[src/rtl/lmts_pkg.sv]
// ----------------------------------------------------------------------------
// lmts_pkg
// Shared types and constants for the LCD mode timing sequencer.
// ----------------------------------------------------------------------------
package lmts_pkg;

  // scan lines shown before vertical blank starts
  localparam logic [7:0] VISIBLE_LINES = 8'd144;

  // dot budgets, wide enough for the vertical blank budget
  localparam int DOTS_W = 13;
  localparam logic [DOTS_W-1:0] DOTS_SEARCH = 13'd80;
  localparam logic [DOTS_W-1:0] DOTS_XFER   = 13'd172;
  localparam logic [DOTS_W-1:0] DOTS_HBLANK = 13'd204;
  localparam logic [DOTS_W-1:0] DOTS_VBLANK = 13'd4560;
  localparam logic [DOTS_W-1:0] DOTS_LINE   = 13'd456;
  localparam int VBLANK_LINES = 10;

  // sequencer state
  typedef enum logic [4:0] {
    ST_OFF    = 5'b00001,
    ST_HBLANK = 5'b00010,
    ST_VBLANK = 5'b00100,
    ST_SEARCH = 5'b01000,
    ST_XFER   = 5'b10000
  } mode_t;

  // lcd_mode codes seen on the result
  localparam logic [1:0] LCD_HBLANK = 2'd0;
  localparam logic [1:0] LCD_VBLANK = 2'd1;
  localparam logic [1:0] LCD_SEARCH = 2'd2;
  localparam logic [1:0] LCD_XFER   = 2'd3;

  // configuration register indexes
  localparam logic [1:0] REG_DISPLAY_ENABLE     = 2'd0;
  localparam logic [1:0] REG_LINE_COMPARE       = 2'd1;
  localparam logic [1:0] REG_STATUS_IRQ_ENABLES = 2'd2;

  // result word layout
  localparam int OUT_TDATA_W  = 16;
  localparam int OUT_MODE_LSB = 0;
  localparam int OUT_LINE_LSB = 2;
  localparam int OUT_COINC    = 10;
  localparam int OUT_VBLANK   = 11;
  localparam int OUT_STATUS   = 12;

endpackage

[src/rtl/lcd_mode_timing_sequencer_top.sv]
// ----------------------------------------------------------------------------
// lcd_mode_timing_sequencer_top
// LCD mode sequencer driven by elapsed dot counts, one result per transaction.
// ----------------------------------------------------------------------------
// usage
//   - slave stream: each transaction carries the number of dot clocks that
//     passed since the previous one (1 to 24 in normal use, any 5-bit value ok)
//   - master stream: one result per input transaction with the lcd mode, the
//     scan line, line-compare coincidence and two one-shot interrupt flags
//   - config port: cfg_write with cfg_index / cfg_data, write only while idle
// timing
//   - a transaction is sequenced in the cycle it is accepted; its result is
//     valid on the master side the next cycle
//   - throughput is one transaction per cycle unless a result stalls; the dot
//     subtract from the mode budget plus the vblank line compares set the path
// reset
//   - synchronous rst clears the config registers (display off), puts the
//     sequencer in the off state at line 0 and empties the result register
// backpressure
//   - the result register holds while m_tready is low; s_tready drops only
//     while a result is held and the receiver is not taking it
// ----------------------------------------------------------------------------
module lcd_mode_timing_sequencer_top (
  input  logic        clk,
  input  logic        rst,
  // slave stream
  input  logic        s_tvalid,
  output logic        s_tready,
  input  logic [7:0]  s_tdata,   // [4:0] elapsed_dots, [7:5] zero
  // master stream
  output logic        m_tvalid,
  input  logic        m_tready,
  output logic [15:0] m_tdata,   // [1:0] lcd_mode, [9:2] current_line,
                                 // [10] coincidence, [11] vblank_irq,
                                 // [12] status_irq, [15:13] zero
  // configuration
  input  logic        cfg_write,
  input  logic [1:0]  cfg_index,
  input  logic [7:0]  cfg_data
);

  // configuration registers
  logic       display_enable;
  logic [7:0] line_compare;
  logic [3:0] status_irq_enables;

  // sequencer state
  lmts_pkg::mode_t                 mode;
  logic [lmts_pkg::DOTS_W-1:0]     dots_remaining;
  logic [7:0]                      line;
  logic                            status_prev;

  lmts_pkg::mode_t                 mode_next;
  logic [lmts_pkg::DOTS_W-1:0]     dots_remaining_next;
  logic [7:0]                      line_next;
  logic                            status_prev_next;

  logic                            s_accept;
  logic [lmts_pkg::DOTS_W-1:0]     dots;
  logic [lmts_pkg::DOTS_W-1:0]     spill;
  logic                            budget_done;
  logic [7:0]                      line_inc;
  logic [3:0]                      vb_line_ofs;
  logic                            coinc;
  logic                            status_now;
  logic                            vblank_irq;
  logic                            status_irq;
  logic [1:0]                      lcd_mode;

  assign s_tready = !m_tvalid || m_tready;
  assign s_accept = s_tvalid && s_tready;

  // config writes, index 3 is ignored
  always_ff @(posedge clk) begin
    if (rst) begin
      display_enable     <= 1'b0;
      line_compare       <= 8'd0;
      status_irq_enables <= 4'd0;
    end else if (cfg_write) begin
      unique case (cfg_index)
        lmts_pkg::REG_DISPLAY_ENABLE:     display_enable     <= cfg_data[0];
        lmts_pkg::REG_LINE_COMPARE:       line_compare       <= cfg_data;
        lmts_pkg::REG_STATUS_IRQ_ENABLES: status_irq_enables <= cfg_data[3:0];
        default: ;
      endcase
    end
  end

  assign dots        = {{(lmts_pkg::DOTS_W-5){1'b0}}, s_tdata[4:0]};
  // budgets are never below 80 dots so at most one mode change per transaction
  assign budget_done = dots >= dots_remaining;
  assign spill       = dots - dots_remaining;
  assign line_inc    = line + 8'd1;

  // mode sequencing
  always_comb begin
    mode_next           = mode;
    dots_remaining_next = dots_remaining;
    line_next           = line;
    vblank_irq          = 1'b0;
    if (!display_enable) begin
      mode_next           = lmts_pkg::ST_OFF;
      dots_remaining_next = '0;
      line_next           = 8'd0;
    end else begin
      unique case (mode)
        lmts_pkg::ST_SEARCH: begin
          if (budget_done) begin
            mode_next           = lmts_pkg::ST_XFER;
            dots_remaining_next = lmts_pkg::DOTS_XFER - spill;
          end else begin
            dots_remaining_next = dots_remaining - dots;
          end
        end
        lmts_pkg::ST_XFER: begin
          if (budget_done) begin
            mode_next           = lmts_pkg::ST_HBLANK;
            dots_remaining_next = lmts_pkg::DOTS_HBLANK - spill;
          end else begin
            dots_remaining_next = dots_remaining - dots;
          end
        end
        lmts_pkg::ST_HBLANK: begin
          if (budget_done) begin
            line_next = line_inc;
            if (line_inc == lmts_pkg::VISIBLE_LINES) begin
              mode_next           = lmts_pkg::ST_VBLANK;
              dots_remaining_next = lmts_pkg::DOTS_VBLANK - spill;
              vblank_irq          = 1'b1;
            end else begin
              mode_next           = lmts_pkg::ST_SEARCH;
              dots_remaining_next = lmts_pkg::DOTS_SEARCH - spill;
            end
          end else begin
            dots_remaining_next = dots_remaining - dots;
          end
        end
        lmts_pkg::ST_VBLANK: begin
          if (budget_done) begin
            mode_next           = lmts_pkg::ST_SEARCH;
            line_next           = 8'd0;
            dots_remaining_next = lmts_pkg::DOTS_SEARCH - spill;
          end else begin
            dots_remaining_next = dots_remaining - dots;
          end
        end
        default: begin
          // leaving the off state: object search on line 0, then spend dots
          mode_next           = lmts_pkg::ST_SEARCH;
          line_next           = 8'd0;
          dots_remaining_next = lmts_pkg::DOTS_SEARCH - dots;
        end
      endcase
      // in vertical blank the line follows the dots spent so far
      if (mode_next == lmts_pkg::ST_VBLANK) begin
        line_next = lmts_pkg::VISIBLE_LINES + {4'd0, vb_line_ofs};
      end
    end
  end

  // whole lines elapsed in vertical blank, one threshold compare per line
  always_comb begin
    vb_line_ofs = 4'd0;
    for (int k = 1; k < lmts_pkg::VBLANK_LINES; k++) begin
      if (dots_remaining_next <=
          lmts_pkg::DOTS_W'(lmts_pkg::DOTS_VBLANK - lmts_pkg::DOTS_LINE * k)) begin
        vb_line_ofs = vb_line_ofs + 4'd1;
      end
    end
  end

  // status line and its rising edge
  assign coinc = line_next == line_compare;

  always_comb begin
    status_now = 1'b0;
    if (mode_next == lmts_pkg::ST_HBLANK && status_irq_enables[0]) status_now = 1'b1;
    if (mode_next == lmts_pkg::ST_VBLANK && status_irq_enables[1]) status_now = 1'b1;
    if (mode_next == lmts_pkg::ST_SEARCH && status_irq_enables[2]) status_now = 1'b1;
    if (coinc && status_irq_enables[3]) status_now = 1'b1;
  end

  assign status_prev_next = display_enable && status_now;
  assign status_irq       = display_enable && status_now && !status_prev;

  // lcd_mode code of the new state, off reads as horizontal blank
  always_comb begin
    unique case (mode_next)
      lmts_pkg::ST_VBLANK: lcd_mode = lmts_pkg::LCD_VBLANK;
      lmts_pkg::ST_SEARCH: lcd_mode = lmts_pkg::LCD_SEARCH;
      lmts_pkg::ST_XFER:   lcd_mode = lmts_pkg::LCD_XFER;
      default:             lcd_mode = lmts_pkg::LCD_HBLANK;
    endcase
  end

  // state advances once per accepted transaction
  always_ff @(posedge clk) begin
    if (rst) begin
      mode           <= lmts_pkg::ST_OFF;
      dots_remaining <= '0;
      line           <= 8'd0;
      status_prev    <= 1'b0;
    end else if (s_accept) begin
      mode           <= mode_next;
      dots_remaining <= dots_remaining_next;
      line           <= line_next;
      status_prev    <= status_prev_next;
    end
  end

  // result register
  always_ff @(posedge clk) begin
    if (rst) begin
      m_tvalid <= 1'b0;
    end else if (s_accept) begin
      m_tvalid <= 1'b1;
    end else if (m_tready) begin
      m_tvalid <= 1'b0;
    end
  end

  always_ff @(posedge clk) begin
    if (s_accept) begin
      m_tdata <= {3'd0, status_irq, vblank_irq, coinc, line_next, lcd_mode};
    end
  end

endmodule

[config.mk]
export PLATFORM = sky130hd
export DESIGN_NAME = lcd_mode_timing_sequencer_top
export DESIGN_NICKNAME = d
export VERILOG_FILES = /design/src/rtl/lmts_pkg.sv /design/src/rtl/lcd_mode_timing_sequencer_top.sv
export SDC_FILE = /design/constraint.sdc
export NUM_CORES = 1
export LEC_CHECK = 0
export BUFFER_PORTS_ARGS = -buffer_cell sky130_fd_sc_hd__buf_2
export CAP_MARGIN = 30
export CORE_MARGIN = 2
export CORE_UTILIZATION = 30
export CTS_CLUSTER_SIZE = 28
export DETAILED_ROUTE_END_ITERATION = 12
export PLACE_DENSITY_LB_ADDON = 0.2
export RECOVER_POWER = 50
export SLEW_MARGIN = 10
export SYNTH_ARGS = -nofsm -noshare
export SYNTH_HDL_FRONTEND = slang
export SYNTH_SLANG_ARGS = --single-unit
[constraint.sdc]
create_clock -name clk -period 15.9 [get_ports clk]
set_input_delay 3.18 -clock clk [delete_from_list [all_inputs] [get_ports clk]]
set_output_delay 3.18 -clock clk [all_outputs]
set_load 0.1 [all_outputs]
# --- Yosys cells after proc, flatten, opt, wreduce, memory -nomap -nowiden ---
# Cells that the tools add are included.
totals:
  word_cells: 104
  reg_bits: 54
  output_inout_bits: 18
  in_bits: 23
op_classes:
  n_eq_ne: 13
  n_addsub: 17
  magnitude_cmp: 10
  muxes: 37
  reduce_logical: 17
op_table:
  columns: ["op", "count"]
  rows:
  - ["two-way mux 13 bit", 6]
  - ["<= comparator 13 x 12 -> 1 bit (second input constant)", 4]
  - ["case mux 13 bit (4 select lines)", 1]
  - ["two-way mux 4 bit", 9]
  - ["adder 4 x 1 -> 4 bit (second input constant)", 8]
  - ["two-way mux 8 bit", 4]
  - ["two-way mux 5 bit", 6]
  - ["<= comparator 13 x 11 -> 1 bit (second input constant)", 2]
  - ["subtractor 8 x 13 -> 13 bit (first input constant)", 2]
  - ["case mux 8 bit (3 select lines)", 1]
  - ["case mux 5 bit (4 select lines)", 1]
  - ["equality test 5 x 3 -> 1 bit (second input constant)", 3]
  - [">= comparator 5 x 13 -> 1 bit", 1]
  - ["<= comparator 13 x 10 -> 1 bit (second input constant)", 1]
  - ["<= comparator 13 bit (second input constant)", 1]
  - ["<= comparator 13 x 9 -> 1 bit (second input constant)", 1]
  - ["subtractor 13 bit (first input constant)", 1]
  - ["subtractor 13 x 5 -> 13 bit", 1]
  - ["subtractor 5 x 13 -> 13 bit", 1]
  - ["subtractor 7 x 13 -> 13 bit (first input constant)", 1]
  - ["equality test 5 x 2 -> 1 bit (second input constant)", 2]
  - ["equality test 5 x 4 -> 1 bit (second input constant)", 2]
  - ["equality test 5 bit (second input constant)", 2]
  - ["adder 8 x 1 -> 8 bit (second input constant)", 1]
  - ["other kinds (16)", 32]

# --- Longest topological paths before layout ---
logic_depth:
  depth_word: 32
  depth_mapped: 40

# --- Least setup slack after synthesis ---
# No wires, ideal clock.
synth_path:
  path_kind: "input to register"
  start: "input port s_tdata[0]"
  end: "register m_tdata[12] (data pin)"
  path_stages: 37
  t_arrival_ps: 11241
  t_required_ps: 15732
  slack_ps: 4491
  n_path_buf: 1
  cell_sequence: "inv_1 -> ha_1 -> inv_1 -> fa_1 -> a211oi_4 -> nor3b_1 -> nor2_1 -> a211oi_2 -> or4_1 -> a21oi_1 -> a21oi_2 -> or2_0 -> or4_1 -> o22ai_2 -> inv_2 -> ha_1 -> or3_1 -> a21o_1 -> and2_1 -> buf_6 -> ha_1 -> inv_1 -> xnor3_1 -> o221ai_2 -> ha_1 -> xnor3_1 -> a22oi_1 -> nand2_1 -> ha_1 -> nand2_1 -> xor2_1 -> xor2_1 -> o221ai_2 -> and2_1 -> nand4bb_1 -> or3b_1 -> a211oi_1"
synth_between:
  elab_chain_len: 32
  word_cells_on_any_way: 69
  classes_between: "add/sub (16); order compare (10); eq/ne (5); mux (32); reduce/logical (6)"
synth_rtl:
  columns: ["element", "line_no", "rtl"]
  rows:
  - ["start, declared", "lcd_mode_timing_sequencer_top.sv:29", "input logic [7:0] s_tdata,"]
  - ["subtractor 5 x 13 -> 13 bit", "lcd_mode_timing_sequencer_top.sv:92", "assign spill = dots - dots_remaining;"]
  - ["subtractor 7 x 13 -> 13 bit / subtractor 13 bit (equally long branches)", "lcd_mode_timing_sequencer_top.sv:132, lcd_mode_timing_sequencer_top.sv:142, lcd_mode_timing_sequencer_top.sv:128", null]
  - ["two-way mux 13 bit", "lcd_mode_timing_sequencer_top.sv:126", "if (line_inc == lmts_pkg::VISIBLE_LINES) begin"]
  - ["two-way mux 13 bit", "lcd_mode_timing_sequencer_top.sv:124", "if (budget_done) begin"]
  - ["case mux 13 bit (4 select lines)", "lcd_mode_timing_sequencer_top.sv:106", "unique case (mode)"]
  - ["two-way mux 13 bit", "lcd_mode_timing_sequencer_top.sv:101", "if (!display_enable) begin"]
  - ["<= comparator 13 bit", "lcd_mode_timing_sequencer_top.sv:165", "if (dots_remaining_next <="]
  - ["two-way mux 1 bit", "lcd_mode_timing_sequencer_top.sv:165", null]
  - ["[... 16 more ...]", null, null]
  - ["adder 8 x 4 -> 8 bit", "lcd_mode_timing_sequencer_top.sv:156", "line_next = lmts_pkg::VISIBLE_LINES + {4'd0, vb_line_ofs};"]
  - ["two-way mux 8 bit", "lcd_mode_timing_sequencer_top.sv:155", "if (mode_next == lmts_pkg::ST_VBLANK) begin"]
  - ["two-way mux 8 bit", "lcd_mode_timing_sequencer_top.sv:101", null]
  - ["equality test 8 bit", "lcd_mode_timing_sequencer_top.sv:173", "assign coinc = line_next == line_compare;"]
  - ["logical AND 1 bit", "lcd_mode_timing_sequencer_top.sv:180", "if (coinc && status_irq_enables[3]) status_now = 1'b1;"]
  - ["two-way mux 1 bit (*)", "lcd_mode_timing_sequencer_top.sv:180", null]
  - ["logical AND 1 bit (*) (2 in series)", "lcd_mode_timing_sequencer_top.sv:184", "assign status_irq = display_enable && status_now && !status_prev;"]
  - ["named net status_irq", "lcd_mode_timing_sequencer_top.sv:67", "logic status_irq;"]
  - ["end signal, assigned", "lcd_mode_timing_sequencer_top.sv:224", "m_tdata <= {3'd0, status_irq, vblank_irq, coinc, line_next, lcd_mode};"]
  - ["end, declared", "lcd_mode_timing_sequencer_top.sv:33", "output logic [15:0] m_tdata,"]
# The timed path passes the listed nets; every way through them passes the cells marked *. The select of a mux whose other input is x is not followed.
# A chain may end at the register's enable or synchronous reset.

# --- Worst setup path in the final report ---
# Ends and elaborated chain as after synthesis.

==> flow_metrics.py <==
metrics = {
    "floorplan": {
        "rows": 53,
        "dieArea_mm2": 0.02227,
        "die_height_um": 149.2,
        "initial_core_util_pct": 30.29,
        "die_w_um": 149.2,
        "core_region_area_mm2": 0.02089,
        "ioPinCount": 41,
    },
    "detailed_routing": {
        "drc_errors": 0,
        "firstDrtPassIters": 8,
        "wl_per_cell_um": 18.84,
        "final_antenna_net_count": 0,
        "routed_wl_um": 20950,
        "dr_total_vias": 6304,
        "drt_iter0_markers": 513,
        "vias_per_cell": 5.669,
    },
    "timing": {
        "setup_viol": 0,
        "fmax_mhz": 76.93,
        "rsz0062_at_grt": "no",
        "final.setup_skew_ns": 0.01022,
        "drv_slew": 74,
        "slew-limit-headroom_pct": -31.15,
        "tns_ns": 0,
        "fin_crit_ns": 13.00,
        "worst_pin_slew_ns": 1.967,
        "period_share_pct": 81.76,
        "fin_hold_ws_ns": 0.4922,
        "hold_viol": 0,
    },
    "final_layout": {
        "area_growth_syn_to_layout_pct": 7.672,
        "fin_cells": 1112,
        "n_fill_cell": 2264,
        "diodes": 0,
        "regArea_mm2": 0.001211,
        "final_area_mm2": 0.006813,
        "nets": 882,
        "multi_input_area_mm2": 0.004783,
        "drive_above_1_share_pct": 10.87,
    },
    "worst_setup_path": {
        "r2r_slack_ns": 5.62,
        "critPathMaxFanout": 14,
        "endpoint": "m_tdata[12]",
        "cp.required_ns": 16.00,
        "setup.worst_path.start": "s_tdata[0]",
        "worstReg2RegStart": "dots_remaining[0]",
        "cpMaxStageDelayCell": "a211oi_2",
        "rr_endpoint": "m_tdata[12]",
        "cp.arrival_ns": 13.10,
        "reg2reg_depth": 35,
        "cp-end-kind": "register",
        "cp_common_cell": "ha_1",
        "cp-start-kind": "input port",
        "path_class": "in2reg",
        "cpPeakStageDelay_ns": 0.76,
    },
    "place": {
        "portBuffers": 34,
        "dpl.hpwl_um": 16150,
        "gp_congestion": 0.8665,
        "place_inst": 1103,
        "dpl-instance-area_mm2": 0.006663,
    },
    "pwr": {
        "leakage_nw": 2.487,
        "p_per_area_mw_per_mm2": 59.21,
        "vdd_drop_max_v": 0.00007704,
    },
    "logic_synthesis": {
        "yosys.area_share.adder_pct": 4.785,
        "ys_types": 116,
        "synth-async-reset-ratio_pct": 0,
        "synth_top_family_by_area": "compound AO/OA/AOI/OAI gates",
        "syn_area_mm2": 0.006327,
        "synth-edff-count": 13,
        "synth-xor-area-share_pct": 7.119,
        "synth_compound_area_share_pct": 31.24,
        "ys_warn_count": 0,
        "synthCells": 832,
        "ys_seq_elements": 54,
        "yosysSeqAreaShare_pct": 19.14,
        "synthMuxAreaShare_pct": 2.709,
        "synthFlopType": "dfxtp_1",
        "syn-mean-instance-area_um2": 7.605,
        "synthSimpleGateAreaFrac_pct": 29.56,
    },
    "status": {
        "status": "complete, but fails checks",
        "violations": "max-capacitance violations, max-slew violations",
    },
    "global_route": {
        "grt_usage_pct": 18.80,
        "gr-total-overflow": 0,
        "grt_max_degree": 42,
        "grt_pass1_wl_um": 33180,
        "grt_pass1_vias": 6079,
        "antenna_found_initial": 0,
    },
    "min_path": {
        "hold_path_depth": 2,
        "hp-class": "reg2reg",
    },
    "cts": {
        "cts_buffers": 5,
        "cts_buffer_depth": 2,
        "cts_tree": "built",
        "clkLatencyLatePin_ns": 0.30,
        "cts_root_buffer": "clkbuf_16",
        "cts-hold-fix-buffers": 0,
        "htreeDepth": 2,
        "post_cts_buffers": 0,
        "clkSlewWorstSetupHoldPaths_ns": 0.08,
        "cts.sinks": 54,
        "cts_resized": 0,
    },
    "run": {
        "maxCapViolCount": 2,
    },
}
-- flip-flops by register name, summed over array words and instances, names as in the netlist --
| name | flops |
|---|---|
| dots_remaining | 13 |
| m_tdata | 13 |
| line | 8 |
| line_compare | 8 |
| mode | 5 |
| status_irq_enables | 4 |
| display_enable | 1 |
| m_tvalid | 1 |
| status_prev | 1 |
-- stage by stage --
stage,util (%),worst slack [ns],power [mW]
finish,32.61,2.900,0.4034
global route,32.61,2.077,0.4210
floorplan,-,4.491,0.2516
CTS,32.69,2.920,0.4050
detailed placement,31.90,2.632,0.2787
global placement,31.90,2.670,0.2794
-- power by group --
group          internal [mW]  switching [mW]
Combinational         0.0373          0.0903
Sequential             0.145         0.00462
Clock                 0.0739          0.0522
Total                  0.256           0.147
-- how the worst min path moves through the flow --
| stage | startpoint | to |
|---|---|---|
| after floorplan | dots_remaining[3] | dots_remaining[3] |
| after global placement | dots_remaining[4] | dots_remaining[4] |
| after detailed placement | dots_remaining[4] | dots_remaining[4] |
| after CTS | dots_remaining[4] | dots_remaining[4] |
| after global routing | dots_remaining[3] | dots_remaining[3] |
| final | dots_remaining[4] | dots_remaining[4] |
-- placed cells by master (no fill, tap or decap), types with 9 or more instances in the layout --
cell	netlist	layout
a211oi_1	22	22
a21oi_1	65	65
and2_1	12	12
buf_2	14	19
clkbuf_1	19	16
dfxtp_1	41	41
edfxtp_1	13	13
ha_1	21	21
inv_1	29	29
mux2i_1	16	16
nand2_1	80	80
nand2b_1	17	17
nand3_1	23	23
nor2_1	99	99
nor3_1	30	30
nor4_1	9	9
o21ai_0	38	38
or3_1	9	9
xnor2_1	28	28
-- Yosys cell counts, drive strengths merged, types with 6 or more instances --
cell / n / area (µm²)
a211oi: 27 / 235.2
a21boi: 6 / 56.30
a21o: 9 / 75.07
a21oi: 71 / 377.9
a22oi: 6 / 45.04
a31oi: 7 / 43.79
and2: 13 / 81.33
and3: 7 / 48.80
buf: 26 / 152.6
clkbuf: 19 / 71.32
dfxtp: 41 / 820.8
edfxtp: 13 / 390.4
ha: 21 / 262.8
inv: 30 / 112.6
mux2i: 16 / 160.2
nand2: 80 / 300.3
nand2b: 17 / 106.4
nand3: 23 / 115.1
nand3b: 6 / 57.56
nand4: 7 / 50.05
nor2: 101 / 384.1
nor2b: 6 / 37.54
nor3: 32 / 182.7
nor3b: 6 / 56.31
nor4: 11 / 90.08
o211ai: 8 / 70.06
o21a: 8 / 60.06
o21ai: 46 / 230.2
o22ai: 6 / 43.79
o311a: 6 / 60.06
o31ai: 6 / 58.81
or2: 7 / 43.79
or3: 11 / 78.82
or4: 8 / 67.56
xnor2: 28 / 245.2
xor2: 10 / 113.9
-- cells by family (layout without fill, tap and decap cells) --
group | count (synthesis) | after routing
buf+inv | 76 | 79
fa+ha+maj | 23 | 23
compound gates | 265 | 265
simple gates | 354 | 354
xor+xnor | 42 | 42
flops | 54 | 54
mux | 17 | 17
other cells | 1 | 3
-- worst max-delay path, delay by kind of cell --
| family | cells | cell delay (ns) |
|---|---|---|
| AND/OR/NAND/NOR | 11 | 3.23 |
| AO/OA/AOI/OAI | 11 | 2.95 |
| adder cells (fa/ha/maj) | 6 | 1.99 |
| XOR/XNOR | 4 | 1.24 |
| buffers and inverters | 5 | 0.48 |
-- cell type report --
class	count	share of cell area [%]
sequential	54	17.78
tap	275	5.051
inverter	31	1.708
multi-input combinational	704	70.21
clock buffer	5	1.837
timing repair buffer	40	2.828
clock inverter	3	0.5877
-- layer usage --
metal | GRT usage [%] | wire length, µm
met5 | 0 | 0
met4 | 5.952 | 538
met3 | 2.477 | 1145
met2 | 31.22 | 9665
met1 | 25.27 | 9598
Power figures use the tool's default switching activity.
